===== src/hw/rtl/rabq_pkg.sv =====
// Shared types and constants of the row absmax int8 quantizer.
`timescale 1ns / 1ps

package rabq_pkg;

	// Input and result codes
	localparam logic FUNC_MEASURE = 1'b0;
	localparam logic FUNC_QUANT   = 1'b1;
	localparam logic KIND_SCALE   = 1'b0;
	localparam logic KIND_ELEM    = 1'b1;

	// fp32 / bf16 bit patterns and the int8 limit
	localparam logic [31:0] FP32_CANON_NAN = 32'h7FC0_0000;
	localparam logic [31:0] FP32_INF       = 32'h7F80_0000;
	localparam logic [31:0] FP32_ONE       = 32'h3F80_0000;
	localparam logic [31:0] FP32_QMAX      = 32'h42FE_0000;
	localparam logic [14:0] BF16_ABS_INF   = 15'h7F80;
	localparam logic [7:0]  INT8_QMAX      = 8'sd127;

	// Controller to datapath commands
	typedef struct packed {
		logic max_upd;
		logic elem_cap;
		logic scale_go;
		logic scale_cap;
		logic recip_go;
		logic recip_cap;
		logic q_mul;
		logic q_r32;
		logic q_r16;
		logic emit_scale;
		logic emit_q;
	} rabq_cmd_t;

	// Datapath to controller status
	typedef struct packed {
		logic max_nan;
		logic scale_zero;
		logic div_done;
		logic out_busy;
	} rabq_status_t;

endpackage


===== src/hw/rtl/rabq_in_if.sv =====
// Input channel: one row element beat per handshake.
`timescale 1ns / 1ps

interface rabq_in_if;
	logic        valid;
	logic        ready;
	logic        func;
	logic [15:0] element;
	logic        last;

	modport source (output valid, output func, output element, output last, input ready);
	modport sink (input valid, input func, input element, input last, output ready);
endinterface


===== src/hw/rtl/rabq_out_if.sv =====
// Result channel: a row scale or a quantized element per beat.
`timescale 1ns / 1ps

interface rabq_out_if;
	logic              valid;
	logic              ready;
	logic              kind;
	logic [31:0]       scale_bits;
	logic signed [7:0] value;

	modport source (output valid, output kind, output scale_bits, output value, input ready);
	modport sink (input valid, input kind, input scale_bits, input value, output ready);
endinterface


===== src/hw/rtl/rabq_fdiv.sv =====
// Iterative fp32 divider for positive operands, round to nearest even, subnormals kept.
`timescale 1ns / 1ps

module rabq_fdiv import rabq_pkg::*; (
	input  logic        clk,
	input  logic        arst_n,
	input  logic        start,
	input  logic [31:0] a,
	input  logic [31:0] b,
	output logic        done,
	output logic [31:0] res
);

	typedef enum logic [2:0] {D_IDLE, D_NORM, D_DIV, D_NQ, D_DEN, D_RND} dstate_t;

	dstate_t            state_q;
	logic [23:0]        sa_q, sb_q;
	logic signed [9:0]  ea_q, eb_q;
	logic signed [10:0] exp_q;
	logic [24:0]        rem_q;
	logic [26:0]        quo_q;
	logic [4:0]         cnt_q;
	logic [26:0]        w_q;
	logic               stk_q;
	logic               done_q;
	logic [31:0]        res_q;

	// One restoring step
	logic [25:0] diff;
	logic        ge;
	logic [24:0] rem_nx;
	assign diff   = {1'b0, rem_q} - {2'b00, sb_q};
	assign ge     = ~diff[25];
	assign rem_nx = ge ? {diff[23:0], 1'b0} : {rem_q[23:0], 1'b0};

	// Final rounding; a carry out of the mantissa bumps the exponent field
	logic [23:0] mant;
	logic        rinc;
	logic [7:0]  field;
	logic [31:0] rnd;
	assign mant  = w_q[26:3];
	assign rinc  = w_q[2] & ((|w_q[1:0]) | stk_q | mant[0]);
	assign field = mant[23] ? exp_q[7:0] : 8'd0;
	assign rnd   = {1'b0, field, mant[22:0]} + {31'd0, rinc};

	always_ff @(posedge clk or negedge arst_n) begin
		if (!arst_n) begin
			state_q <= D_IDLE;
			sa_q    <= '0;
			sb_q    <= '0;
			ea_q    <= '0;
			eb_q    <= '0;
			exp_q   <= '0;
			rem_q   <= '0;
			quo_q   <= '0;
			cnt_q   <= '0;
			w_q     <= '0;
			stk_q   <= 1'b0;
			done_q  <= 1'b0;
			res_q   <= '0;
		end else begin
			done_q <= 1'b0;
			unique case (state_q)
				D_IDLE: begin
					if (start) begin
						if (a[30:0] == 31'd0 || b[30:23] == 8'hFF) begin
							res_q  <= '0;
							done_q <= 1'b1;
						end else if (a[30:23] == 8'hFF) begin
							res_q  <= FP32_INF;
							done_q <= 1'b1;
						end else begin
							sa_q    <= {|a[30:23], a[22:0]};
							sb_q    <= {|b[30:23], b[22:0]};
							ea_q    <= (a[30:23] == 8'd0) ? 10'sd1 : $signed({2'b00, a[30:23]});
							eb_q    <= (b[30:23] == 8'd0) ? 10'sd1 : $signed({2'b00, b[30:23]});
							state_q <= D_NORM;
						end
					end
				end
				// Left-justify subnormal significands, one bit a cycle
				D_NORM: begin
					if (sa_q[23] && sb_q[23]) begin
						exp_q   <= 11'(ea_q) - 11'(eb_q) + 11'sd127;
						rem_q   <= {1'b0, sa_q};
						quo_q   <= '0;
						cnt_q   <= '0;
						state_q <= D_DIV;
					end else begin
						if (!sa_q[23]) begin
							sa_q <= {sa_q[22:0], 1'b0};
							ea_q <= ea_q - 10'sd1;
						end
						if (!sb_q[23]) begin
							sb_q <= {sb_q[22:0], 1'b0};
							eb_q <= eb_q - 10'sd1;
						end
					end
				end
				// One quotient bit a cycle, 27 bits
				D_DIV: begin
					quo_q <= {quo_q[25:0], ge};
					rem_q <= rem_nx;
					cnt_q <= cnt_q + 5'd1;
					if (cnt_q == 5'd26) begin
						state_q <= D_NQ;
					end
				end
				D_NQ: begin
					if (quo_q[26]) begin
						w_q <= quo_q;
					end else begin
						w_q   <= {quo_q[25:0], 1'b0};
						exp_q <= exp_q - 11'sd1;
					end
					stk_q   <= |rem_q;
					state_q <= D_DEN;
				end
				// Subnormal result: shift right until the exponent reaches one or the significand is zero
				D_DEN: begin
					if (exp_q < 11'sd1 && w_q != 27'd0) begin
						w_q   <= {1'b0, w_q[26:1]};
						stk_q <= stk_q | w_q[0];
						exp_q <= exp_q + 11'sd1;
					end else begin
						state_q <= D_RND;
					end
				end
				D_RND: begin
					res_q   <= (exp_q >= 11'sd255) ? FP32_INF : rnd;
					done_q  <= 1'b1;
					state_q <= D_IDLE;
				end
				default: state_q <= D_IDLE;
			endcase
		end
	end

	assign done = done_q;
	assign res  = res_q;

endmodule


===== src/hw/rtl/rabq_datapath.sv =====
// Datapath: running max, scale and reciprocal registers, quantize stages, result register.
`timescale 1ns / 1ps

module rabq_datapath import rabq_pkg::*; (
	input  logic              clk,
	input  logic              arst_n,
	input  rabq_cmd_t         cmd,
	output rabq_status_t      status,
	input  logic [15:0]       in_element,
	output logic              out_valid,
	input  logic              out_ready,
	output logic              out_kind,
	output logic [31:0]       out_scale_bits,
	output logic signed [7:0] out_value
);

	typedef enum logic [1:0] {QC_ZERO, QC_SAT, QC_FIN} qclass_t;

	logic [14:0] max_q;
	logic [31:0] scale_q;
	logic [31:0] recip_q;
	logic [15:0] elem_q;

	// Running absolute maximum
	logic [14:0] abs_in;
	logic [14:0] max_nx;
	assign abs_in = in_element[14:0];
	assign max_nx = (abs_in > max_q) ? abs_in : max_q;

	// Shared divider: max/127 first, then 1/scale
	logic        div_start;
	logic [31:0] div_a, div_b;
	logic        div_done;
	logic [31:0] div_res;
	logic        max_nan;
	logic        scale_zero;

	assign max_nan    = max_q > BF16_ABS_INF;
	assign scale_zero = scale_q[30:0] == 31'd0;
	assign div_start  = (cmd.scale_go & ~max_nan) | (cmd.recip_go & ~scale_zero);
	assign div_a      = cmd.recip_go ? FP32_ONE : {1'b0, max_q, 16'h0000};
	assign div_b      = cmd.recip_go ? scale_q : FP32_QMAX;

	rabq_fdiv u_fdiv (
		.clk   (clk),
		.arst_n(arst_n),
		.start (div_start),
		.a     (div_a),
		.b     (div_b),
		.done  (div_done),
		.res   (div_res)
	);

	always_ff @(posedge clk or negedge arst_n) begin
		if (!arst_n) begin
			max_q   <= '0;
			scale_q <= '0;
			recip_q <= '0;
			elem_q  <= '0;
		end else begin
			if (cmd.max_upd) begin
				max_q <= max_nx;
			end
			if (cmd.scale_go) begin
				max_q <= '0;
				if (max_nan) begin
					scale_q <= FP32_CANON_NAN;
					recip_q <= FP32_CANON_NAN;
				end
			end
			if (cmd.scale_cap) begin
				scale_q <= div_res;
			end
			if (cmd.recip_go && scale_zero) begin
				recip_q <= '0;
			end
			if (cmd.recip_cap) begin
				recip_q <= div_res;
			end
			if (cmd.elem_cap) begin
				elem_q <= in_element;
			end
		end
	end

	// Stage 1: classify, normalize the bf16 significand, multiply
	logic [7:0]        e_a;
	logic [6:0]        m_a;
	logic              e_zero, e_inf, e_nan, r_zero, r_inf, r_nan;
	qclass_t           cls;
	logic [7:0]        sa0, sa_n;
	logic [2:0]        lz;
	logic signed [9:0] ea;
	logic [31:0]       prod;
	logic signed [10:0] xb;

	assign e_a    = elem_q[14:7];
	assign m_a    = elem_q[6:0];
	assign e_zero = elem_q[14:0] == 15'd0;
	assign e_inf  = e_a == 8'hFF && m_a == 7'd0;
	assign e_nan  = e_a == 8'hFF && m_a != 7'd0;
	assign r_zero = recip_q == 32'd0;
	assign r_inf  = recip_q == FP32_INF;
	assign r_nan  = recip_q == FP32_CANON_NAN;
	assign sa0    = {|e_a, m_a};

	always_comb begin
		priority if (r_nan || e_nan || (e_inf && r_zero) || (e_zero && r_inf)) begin
			cls = QC_ZERO;
		end else if (e_inf || r_inf) begin
			cls = QC_SAT;
		end else if (e_zero || r_zero) begin
			cls = QC_ZERO;
		end else begin
			cls = QC_FIN;
		end
	end

	always_comb begin
		priority casez (sa0)
			8'b1???????: lz = 3'd0;
			8'b01??????: lz = 3'd1;
			8'b001?????: lz = 3'd2;
			8'b0001????: lz = 3'd3;
			8'b00001???: lz = 3'd4;
			8'b000001??: lz = 3'd5;
			8'b0000001?: lz = 3'd6;
			default:     lz = 3'd7;
		endcase
	end

	assign sa_n = sa0 << lz;
	assign ea   = ((e_a == 8'd0) ? 10'sd1 : $signed({2'b00, e_a})) - $signed({7'd0, lz});
	assign prod = sa_n * {1'b1, recip_q[22:0]};
	assign xb   = 11'(ea) + $signed({3'b000, recip_q[30:23]}) - 11'sd254;

	logic [31:0]        n_s1;
	logic signed [10:0] xb_s1;
	logic               neg_s1;
	qclass_t            cls_s1;

	// Stage 2: round the product to fp32
	logic signed [10:0] x2;
	logic [23:0]        sig24;
	logic               g32, st32, inc32;
	logic [24:0]        s25;

	assign x2    = xb_s1 + $signed({10'd0, n_s1[31]});
	assign sig24 = n_s1[31] ? n_s1[31:8] : n_s1[30:7];
	assign g32   = n_s1[31] ? n_s1[7] : n_s1[6];
	assign st32  = n_s1[31] ? (|n_s1[6:0]) : (|n_s1[5:0]);
	assign inc32 = g32 & (st32 | sig24[0]);
	assign s25   = {1'b0, sig24} + {24'd0, inc32};

	logic [23:0]        r24_s2;
	logic signed [10:0] x_s2;
	logic               neg_s2;
	qclass_t            cls_s2;

	// Stage 3: round to fp16, then to an integer with ties to even
	logic [11:0]        h;
	logic               inc16;
	logic signed [10:0] shc;
	logic [3:0]         sh;
	logic [11:0]        qv, remv, half, mag;
	logic               up;
	logic [7:0]         mag8;
	logic signed [7:0]  qres;

	assign inc16 = r24_s2[12] & ((|r24_s2[11:0]) | r24_s2[13]);
	assign h     = {1'b0, r24_s2[23:13]} + {11'd0, inc16};
	assign shc   = 11'sd10 - x_s2;
	assign sh    = shc[3:0];
	assign qv    = h >> sh;
	assign remv  = h & ((12'd1 << sh) - 12'd1);
	assign half  = 12'd1 << (sh - 4'd1);
	assign up    = (remv > half) || (remv == half && qv[0]);
	assign mag   = qv + {11'd0, up};

	always_comb begin
		unique case (cls_s2)
			QC_SAT:  mag8 = INT8_QMAX;
			QC_FIN: begin
				priority if (x_s2 >= 11'sd8) begin
					mag8 = INT8_QMAX;
				end else if (x_s2 <= -11'sd3) begin
					mag8 = 8'd0;
				end else if (mag > 12'd127) begin
					mag8 = INT8_QMAX;
				end else begin
					mag8 = mag[7:0];
				end
			end
			default: mag8 = 8'd0;
		endcase
		qres = neg_s2 ? -$signed(mag8) : $signed(mag8);
	end

	logic signed [7:0] qval_s3;

	always_ff @(posedge clk or negedge arst_n) begin
		if (!arst_n) begin
			n_s1    <= '0;
			xb_s1   <= '0;
			neg_s1  <= 1'b0;
			cls_s1  <= QC_ZERO;
			r24_s2  <= '0;
			x_s2    <= '0;
			neg_s2  <= 1'b0;
			cls_s2  <= QC_ZERO;
			qval_s3 <= '0;
		end else begin
			if (cmd.q_mul) begin
				n_s1   <= prod;
				xb_s1  <= xb;
				neg_s1 <= elem_q[15];
				cls_s1 <= cls;
			end
			if (cmd.q_r32) begin
				r24_s2 <= s25[24] ? 24'h80_0000 : s25[23:0];
				x_s2   <= x2 + $signed({10'd0, s25[24]});
				neg_s2 <= neg_s1;
				cls_s2 <= cls_s1;
			end
			if (cmd.q_r16) begin
				qval_s3 <= qres;
			end
		end
	end

	// Result register
	logic              out_valid_q;
	logic              out_kind_q;
	logic [31:0]       out_scale_q;
	logic signed [7:0] out_val_q;

	always_ff @(posedge clk or negedge arst_n) begin
		if (!arst_n) begin
			out_valid_q <= 1'b0;
			out_kind_q  <= KIND_SCALE;
			out_scale_q <= '0;
			out_val_q   <= '0;
		end else begin
			if (cmd.emit_scale || cmd.emit_q) begin
				out_valid_q <= 1'b1;
				out_kind_q  <= cmd.emit_q ? KIND_ELEM : KIND_SCALE;
				out_scale_q <= scale_q;
				out_val_q   <= cmd.emit_q ? qval_s3 : 8'sd0;
			end else if (out_ready) begin
				out_valid_q <= 1'b0;
			end
		end
	end

	assign out_valid      = out_valid_q;
	assign out_kind       = out_kind_q;
	assign out_scale_bits = out_scale_q;
	assign out_value      = out_val_q;

	assign status.max_nan    = max_nan;
	assign status.scale_zero = scale_zero;
	assign status.div_done   = div_done;
	assign status.out_busy   = out_valid_q & ~out_ready;

endmodule


===== src/hw/rtl/rabq_ctrl.sv =====
// Controller: sequences measure, scale/reciprocal division and quantize steps.
`timescale 1ns / 1ps

module rabq_ctrl import rabq_pkg::*; (
	input  logic         clk,
	input  logic         arst_n,
	input  logic         in_valid,
	output logic         in_ready,
	input  logic         in_func,
	input  logic         in_last,
	input  rabq_status_t status,
	output rabq_cmd_t    cmd
);

	typedef enum logic [3:0] {
		C_IDLE, C_SCALE, C_WAIT_S, C_RECIP, C_WAIT_R, C_EMIT_S,
		C_QMUL, C_QR32, C_QR16, C_EMIT_Q
	} cstate_t;

	cstate_t state_q, state_nx;

	// Command decode and next state
	always_comb begin
		cmd      = '0;
		state_nx = state_q;
		in_ready = 1'b0;
		unique case (state_q)
			C_IDLE: begin
				in_ready = 1'b1;
				if (in_valid) begin
					if (in_func == FUNC_MEASURE) begin
						cmd.max_upd = 1'b1;
						if (in_last) begin
							state_nx = C_SCALE;
						end
					end else begin
						cmd.elem_cap = 1'b1;
						state_nx     = C_QMUL;
					end
				end
			end
			C_SCALE: begin
				cmd.scale_go = 1'b1;
				state_nx     = status.max_nan ? C_EMIT_S : C_WAIT_S;
			end
			C_WAIT_S: begin
				if (status.div_done) begin
					cmd.scale_cap = 1'b1;
					state_nx      = C_RECIP;
				end
			end
			C_RECIP: begin
				cmd.recip_go = 1'b1;
				state_nx     = status.scale_zero ? C_EMIT_S : C_WAIT_R;
			end
			C_WAIT_R: begin
				if (status.div_done) begin
					cmd.recip_cap = 1'b1;
					state_nx      = C_EMIT_S;
				end
			end
			C_EMIT_S: begin
				if (!status.out_busy) begin
					cmd.emit_scale = 1'b1;
					state_nx       = C_IDLE;
				end
			end
			C_QMUL: begin
				cmd.q_mul = 1'b1;
				state_nx  = C_QR32;
			end
			C_QR32: begin
				cmd.q_r32 = 1'b1;
				state_nx  = C_QR16;
			end
			C_QR16: begin
				cmd.q_r16 = 1'b1;
				state_nx  = C_EMIT_Q;
			end
			C_EMIT_Q: begin
				if (!status.out_busy) begin
					cmd.emit_q = 1'b1;
					state_nx   = C_IDLE;
				end
			end
			default: state_nx = C_IDLE;
		endcase
	end

	always_ff @(posedge clk or negedge arst_n) begin
		if (!arst_n) begin
			state_q <= C_IDLE;
		end else begin
			state_q <= state_nx;
		end
	end

endmodule


===== src/hw/rtl/row_absmax_int8_quantizer_top.sv =====
// Top level of the per-row absmax symmetric int8 quantizer.
`timescale 1ns / 1ps

// Each row is streamed twice. Measure beats (func 0) fold |element| into a running
// maximum and are accepted back to back. The beat marked last starts the shared
// iterative fp32 divider, first for max/127 and then for 1/scale. The divider
// normalizes one bit a cycle, makes one quotient bit a cycle and denormalizes one bit a
// cycle. Subnormal values add normalizing and denormalizing steps. A NaN row skips the
// divider, a zero row skips 1/scale, and an infinite row needs no divider iterations.
// Quantize beats (func 1) go through a multiply stage and two rounding stages. Each beat
// is captured, then passes C_QMUL, C_QR32 and C_QR16 and waits in C_EMIT_Q while the
// result register is busy, one item at a time. The result register lets the next beat
// in while a result still waits to be taken. An all-zero row gives scale 0 and zeros.
module row_absmax_int8_quantizer_top import rabq_pkg::*; (
	input  logic      clk,
	input  logic      arst_n,
	rabq_in_if.sink   items,
	rabq_out_if.source results
);

	rabq_cmd_t    cmd;
	rabq_status_t status;

	rabq_ctrl u_ctrl (
		.clk     (clk),
		.arst_n  (arst_n),
		.in_valid(items.valid),
		.in_ready(items.ready),
		.in_func (items.func),
		.in_last (items.last),
		.status  (status),
		.cmd     (cmd)
	);

	rabq_datapath u_dp (
		.clk           (clk),
		.arst_n        (arst_n),
		.cmd           (cmd),
		.status        (status),
		.in_element    (items.element),
		.out_valid     (results.valid),
		.out_ready     (results.ready),
		.out_kind      (results.kind),
		.out_scale_bits(results.scale_bits),
		.out_value     (results.value)
	);

`ifndef SYNTHESIS
	// A quantize beat occupies the block for its rounding stages
	a_quant_busy: assert property (@(posedge clk) disable iff (!arst_n)
		items.valid && items.ready && items.func == FUNC_QUANT |=> !items.ready)
		else $error("input ready right after a quantize beat");

	// A new result only appears out of a busy (emit) state
	a_emit_busy: assert property (@(posedge clk) disable iff (!arst_n)
		$rose(results.valid) |-> !$past(items.ready))
		else $error("result appeared without work in flight");

	// Quantized values never reach -128
	a_value_range: assert property (@(posedge clk) disable iff (!arst_n)
		results.valid && results.kind == KIND_ELEM |-> results.value != -8'sd128)
		else $error("quantized value out of range");
`endif

endmodule

===== src/flat_wrapper.sv =====
// flat-port wrapper written by rule: the top's interface ports become plain ports
module row_absmax_int8_quantizer_top_flat import rabq_pkg::*;
  (clk, arst_n, items_valid, items_func, items_element, items_last, items_ready, results_valid, results_kind, results_scale_bits, results_value, results_ready);
  rabq_in_if items_i ();
  rabq_out_if results_i ();
  input  logic clk;
  input  logic arst_n;
  input wire logic [$bits(items_i.valid)-1:0] items_valid;
  input wire logic [$bits(items_i.func)-1:0] items_func;
  input wire logic [$bits(items_i.element)-1:0] items_element;
  input wire logic [$bits(items_i.last)-1:0] items_last;
  output wire logic [$bits(items_i.ready)-1:0] items_ready;
  output wire logic [$bits(results_i.valid)-1:0] results_valid;
  output wire logic [$bits(results_i.kind)-1:0] results_kind;
  output wire logic [$bits(results_i.scale_bits)-1:0] results_scale_bits;
  output wire logic [$bits(results_i.value)-1:0] results_value;
  input wire logic [$bits(results_i.ready)-1:0] results_ready;
  assign items_i.valid = items_valid;
  assign items_i.func = items_func;
  assign items_i.element = items_element;
  assign items_i.last = items_last;
  assign items_ready = items_i.ready;
  assign results_valid = results_i.valid;
  assign results_kind = results_i.kind;
  assign results_scale_bits = results_i.scale_bits;
  assign results_value = results_i.value;
  assign results_i.ready = results_ready;
  row_absmax_int8_quantizer_top u_core (.clk(clk), .arst_n(arst_n), .items(items_i), .results(results_i));
endmodule

===== config.mk =====
export PLATFORM = sky130hd
export DESIGN_NAME = row_absmax_int8_quantizer_top_flat
export DESIGN_NICKNAME = d
export VERILOG_FILES = /design/src/hw/rtl/rabq_pkg.sv /design/src/hw/rtl/rabq_in_if.sv /design/src/hw/rtl/rabq_out_if.sv /design/src/hw/rtl/rabq_fdiv.sv /design/src/hw/rtl/rabq_datapath.sv /design/src/hw/rtl/rabq_ctrl.sv /design/src/hw/rtl/row_absmax_int8_quantizer_top.sv /design/src/flat_wrapper.sv
export SDC_FILE = /design/constraint.sdc
export NUM_CORES = 2
export LEC_CHECK = 0
export ABC_AREA = 1
export BUFFER_PORTS_ARGS = -buffer_cell sky130_fd_sc_hd__buf_2
export CORE_MARGIN = 5
export CORE_UTILIZATION = 40
export DETAILED_ROUTE_END_ITERATION = 8
export GPL_TIMING_DRIVEN = 0
export PLACE_DENSITY = 0.51
export SETUP_SLACK_MARGIN = 0.5
export SYNTH_ARGS = -nofsm -noshare
export SYNTH_HDL_FRONTEND = slang
export SYNTH_HIERARCHICAL = 1
export SYNTH_SLANG_ARGS = --single-unit

===== constraint.sdc =====
create_clock -name clk -period 13.55 [get_ports clk]
set_clock_uncertainty 0.2 [all_clocks]
set_input_delay 1.355 -clock clk [delete_from_list [all_inputs] [get_ports clk]]
set_output_delay 1.355 -clock clk [all_outputs]
set_load 0.1 [all_outputs]

# After elaboration in Yosys (flattened, before gate mapping)
# Cells that the tools add are included.
totals:
  reg_bits: 433
  latch_bits: 0
  ram_bits: 0
  rom_bits: 0
  in_bits: 22
  out_inout_bits: 43
  elab_cells: 303
  n_memories: 0
classes:
  n_addsub: 21
  n_mul: 1
  n_div: 0
  n_lt_le_gt_ge: 8
  n_eq_ne: 46
  shifts: 4
  n_mux: 112
  bitwise: 17
  reduce_logical: 61
ops:
  columns: ["op", "n"]
  rows:
  - ["2-to-1 mux 24 bit", 12]
  - ["2-to-1 mux 32 bit", 9]
  - ["one-hot mux 27 bit (2 select lines)", 2]
  - ["2-to-1 mux 10 bit", 10]
  - ["one-hot mux 24 bit (2 select lines)", 2]
  - ["2-to-1 mux 27 bit", 3]
  - ["2-to-1 mux 8 bit", 9]
  - ["== test 32 x 31 -> 1 bit (second input constant)", 2]
  - ["one-hot mux 32 bit (2 select lines)", 1]
  - ["logical NOT 31 bit", 2]
  - ["2-to-1 mux 31 bit", 2]
  - ["2-to-1 mux 25 bit", 2]
  - ["one-hot mux 25 bit (2 select lines)", 1]
  - ["2-to-1 mux 15 bit", 3]
  - ["one-hot mux 10 bit (2 select lines)", 2]
  - ["one-hot mux 4 bit (9 select lines)", 1]
  - ["2-to-1 mux 11 bit", 3]
  - ["one-hot mux 11 bit (3 select lines)", 1]
  - ["adder 31 x 1 -> 32 bit", 1]
  - ["logical NOT 32 bit", 1]
  - ["multiplier 8 x 24 -> 32 bit", 1]
  - ["nonzero test 27 bit", 1]
  - ["subtractor 25 x 24 -> 26 bit", 1]
  - ["adder 24 x 1 -> 25 bit", 1]
  - ["81 further kinds", 197]

# Logic depth before layout (Yosys ltp)
logic_depth:
  depth_word: 16
  ltp_mapped: 46
  mapped_depth_nobuf: 45

# Modules after synthesis
# The synthesis kept the hierarchy.
by_module_without_submodules:
  columns: ["mod", "n_inst", "cells_per_inst", "area_each_um2"]
  rows:
  - ["rabq_datapath", 1, 2412, 18836.8]
  - ["rabq_fdiv", 1, 2012, 13864.5]
  - ["rabq_ctrl", 1, 78, 412.9]

# Worst setup path after synthesis
# No wires, ideal clock.
synth_timing:
  path_type: "register -> register"
  from: "register u_core.u_dp.elem_q[14]"
  to: "register u_core.u_dp.n_s1[28]"
  setup_ns: 0.128
  arrival_time_ns: 6.501
  t_required_ns: 13.222
  path_slack_ns: 6.721
  stages_incl_launch_ff: 39
  path_buffers: 2
  path_cell_list: "dfrtp_1 nor2_1 nand3_1 inv_1 nand4_1 nor2_1 inv_1 a311oi_1 nor2_1 nor2_1 clkbuf_1 o21ai_0 nand2_1 nand2_1 nand2_1 clkbuf_1 nor2_1 fa_1 [... 3 more ...] fa_1 inv_1 ha_1 nand2_1 nand2_1 a21oi_1 o21ai_1 a21boi_0 o21ai_1 a21oi_1 inv_1 a21oi_1 o21ai_1 nand3_1 nand2_1 or2_1 nand3_1 o21ai_1"
synth_via:
  elab_chain_len: 5
  elab_cells_between_ends: 10
synth_rtl:
  columns: ["element", "line_no", "rtl"]
  rows:
  - ["start, declared", "rabq_datapath.sv:22", "logic [15:0] elem_q;"]
  - ["start signal, assigned", "rabq_datapath.sv:81", "elem_q <= in_element;"]
  - ["OR reduction 8 bit (*)", "rabq_datapath.sv:105", "assign sa0 = {|e_a, m_a};"]
  - ["== test 7 x 1 -> 1 bit, or another cell as far along", "rabq_datapath.sv:120", "priority casez (sa0)"]
  - ["one-hot mux 3 bit (7 select lines)", "rabq_datapath.sv:120", null]
  - ["<< shifter 8 x 3 -> 8 bit (*)", "rabq_datapath.sv:132", "assign sa_n = sa0 << lz;"]
  - ["multiplier 8 x 24 -> 32 bit (*)", "rabq_datapath.sv:134", "assign prod = sa_n * {1'b1, recip_q[22:0]};"]
  - ["end signal, assigned", "rabq_datapath.sv:214", "n_s1 <= prod;"]
  - ["end, declared", "rabq_datapath.sv:137", "logic [31:0] n_s1;"]
# Mark *: on every way between the ends. The rest lies on a longest branch, timed or not.
# A chain may end at the register's enable or synchronous reset.

# Final worst setup path
# Ends and elaborated chain as after synthesis.

==> metrics.md <==
| Metric | Value |
|---|---|
| Status | `finished clean` |
| Routed via count | `between 20000 and 30000` |
| Largest net degree at the start of global routing | `99` |
| Wirelength per Cell | `18.4 um` |
| Sequential fraction of design power | `between 20% and 30%` |
| CTS resizes | `0` |
| Most frequent cells in the layout | `nand2_1 (1126), inv_1 (693), dfrtp_1 (433)` |
| Layout cell share with drive strength beyond 1 | `about 7.2%` |
| Worst Setup SP | `u_core/u_dp/elem_q[14]` |
| CP startpoint kind | `flip-flop` |
| Starting Density | `between 40% and 50%` |
| DRT Wirelength | `approximately 110000 um` |
| Postcts setup bufs | `0` |
| Final net count | `between 4000 and 5000` |
| Post-Syn Area | `33100 um^2` |
| Syn avg cell area | `7.36 um^2` |
| WHS | `~270 ps` |
| Final Cycle Share | `61.3%` |
| Worst vdd ir | `157 uV` |
| Total track usage | `between 20% and 30%` |
| # diodes | `0` |
| CTS max path bufs | `3` |
| Rel. slew slack | `32.7%` |
| Crit path to | `u_core/u_dp/n_s1[28]` |
| Placed cell area | `roughly 35000 um^2` |
| Worst EP required | `roughly 14000 ps` |
| Clock period minus worst slack | `8310 ps` |
| Reported net switching power | `between 2000 and 3000 uW` |
| TritonCTS clock tree | `done` |
| Cell Count, Final, Fillers Out | `around 5800` |
| CTS Buf Count | `53` |
| Most common cell after layout, fill and taps aside | `nand2_1` |
| IO Port Bufs | `64` |
| Root buf cell | `clkbuf_16` |
| Initial antenna violation count | `1` |
| Crit Reg-Reg Endpoint | `u_core/u_dp/n_s1[28]` |
| I/O pin cnt | `between 60 and 70` |
| Fmax | `around 0.12 GHz` |
| Synth-to-Final Area Change | `11.3%` |
| First-pass GRT wire length | `approximately 170000 um` |
| Power per cell area | `154 nW/um^2` |
| Die width | `slightly below 300 um` |
| Cell count after synthesis | `4500` |
| Worst slew pin tran | `between 1000 and 1500 ps` |
| Vias in the first global route | `about 30000` |
| Inst Count DP | `about 5700` |
| Remaining global-route overflow | `0` |
| Initial DRC Count | `1927` |
| Post-layout instance area | `36900 um^2` |
| Overall die area | `roughly 89000 um^2` |
| Clock network power share | `a little over a quarter` |
| Hold Crit Class | `flip-flop to flip-flop` |
| Maxcap violations | `0` |
| Post-route ant nets | `0` |
| Detailed Place HPWL | `85400 um` |
| Worst Path Max Fanout | `10` |
| Final Wtd Congestion | `approximately 0.9` |
| R2R cell count | `39` |
| Vias per cell | `5.12` |
| Skew-Pair Late Insertion Delay | `between 600 and 700 ps` |
| CP max stage delay | `~540 ps` |
| Sw frac | `a little under half` |
| Fillers | `between 8000 and 9000` |
| Slowest-stage cell, CP | `fa_1` |
| Synth warn | `6` |
| Post-route DRC | `0` |
| CTS Sinks | `about 430` |
| Critical path type | `flip-flop to flip-flop` |
| CORE AREA | `about 80000 um^2` |
| Die H | `298 um` |
| CP arrival | `between 8000 and 9000 ps` |
| RSZ-0062 raised after global routing | `false` |
| Max H-tree Level | `2` |
| Setup TNS | `0 ps` |
| Clk slew on worst S/H paths | `~60 ps` |
| Element type at the critical path end | `flip-flop` |
| Hold_buf cts | `0` |
| Setup violators final | `0` |
| Gate power share | `~45%` |
| Final Max Tran Viols | `0` |
| LEAKAGE | `about 0.019 uW` |
| FP Rows | `105` |
| Final hold vios | `0` |
| FF-to-FF setup slack | `~5200 ps` |
| Drt pass-1 iters | `5` |
| R2r startpoint | `u_core/u_dp/elem_q[14]` |
| P_int | `3100 uW` |
-- per-stage QoR --
| step | power (uW) | worst slack (ps) | util [%] |
|---|---|---|---|
| after CTS | 5720 | 5230 | 44.9 |
| after detailed placement | 4200 | 5260 | 42.6 |
| after floorplan | 3500 | 6720 | - |
| after global placement | 4190 | 1440 | 42.5 |
| final | 5660 | 5240 | 44.9 |
| after global routing | 6090 | 4510 | 44.9 |
-- state kept, by name, summed over array words and instances, names as in the netlist, 10 cells and up --
signal,count
u_core/u_dp/elem_q,16
u_core/u_dp/max_q,15
u_core/u_dp/n_s1,32
u_core/u_dp/out_scale_bits,32
u_core/u_dp/r24_s2,24
u_core/u_dp/recip_q,32
u_core/u_dp/scale_q,32
u_core/u_dp/u_fdiv/ea_q,10
u_core/u_dp/u_fdiv/eb_q,10
u_core/u_dp/u_fdiv/exp_q,11
u_core/u_dp/u_fdiv/quo_q,27
u_core/u_dp/u_fdiv/rem_q,25
u_core/u_dp/u_fdiv/res,32
u_core/u_dp/u_fdiv/sa_q,24
u_core/u_dp/u_fdiv/sb_q,24
u_core/u_dp/u_fdiv/w_q,27
u_core/u_dp/x_s2,11
u_core/u_dp/xb_s1,11
-- power groups by stage --
stage	clock network, uW	logic (uW)	registers [uW]
final	1480	2530	1650
after global routing	1580	2840	1670
after floorplan	0	1560	1940
after detailed placement	0	2530	1670
after CTS	1530	2550	1650
after global placement	0	2520	1670
-- final cells by class --
| cell class | count | area (um^2) | share of cell area [%] |
|---|---|---|---|
| inverters | 722 | 2710 | 7.36 |
| clock buffers | 78 | 1600 | 4.34 |
| clock inverters | 19 | 250 | 0.679 |
| flip-flops and latches | 433 | 10800 | 29.4 |
| plain buffers | 155 | 797 | 2.16 |
| repair buffers | 68 | 440 | 1.20 |
| multi-input cells | 3221 | 18900 | 51.2 |
| well taps | 1070 | 1340 | 3.63 |
-- layer usage --
metal	routed length (um)	global-route usage [%]	vias to the layer above
li1	-	-	14797
met1	47600	31.1	14048
met2	51700	41.7	511
met3	3410	2.14	165
met4	3570	7.21	0
met5	0	0	-
-- worst max-delay path: cells and delay by family (launching register included) --
kind / cells / cell delay, ps
compound gates: 10 / 2180
flops: 1 / 420
buf+inv: 8 / 1060
simple gates: 16 / 2000
fa+ha+maj: 5 / 2290
-- how the worst min path moves through the flow --
stage	from	endpoint	cells after the start
2_1_floorplan	u_core/u_dp/u_fdiv/res[0]	u_core/u_dp/u_fdiv/res[0]	2
3_3_place_gp	u_core/u_dp/out_kind	u_core/u_dp/out_kind	2
3_5_place_dp	u_core/u_dp/u_fdiv/res[31]	u_core/u_dp/u_fdiv/res[31]	2
4_1_cts	u_core/u_dp/u_fdiv/res[31]	u_core/u_dp/u_fdiv/res[31]	2
5_1_grt	u_core/u_dp/u_fdiv/res[13]	u_core/u_dp/u_fdiv/res[13]	2
6_report	u_core/u_dp/u_fdiv/res[16]	u_core/u_dp/u_fdiv/res[16]	2
Note: power is estimated with default switching activity, not from simulation.
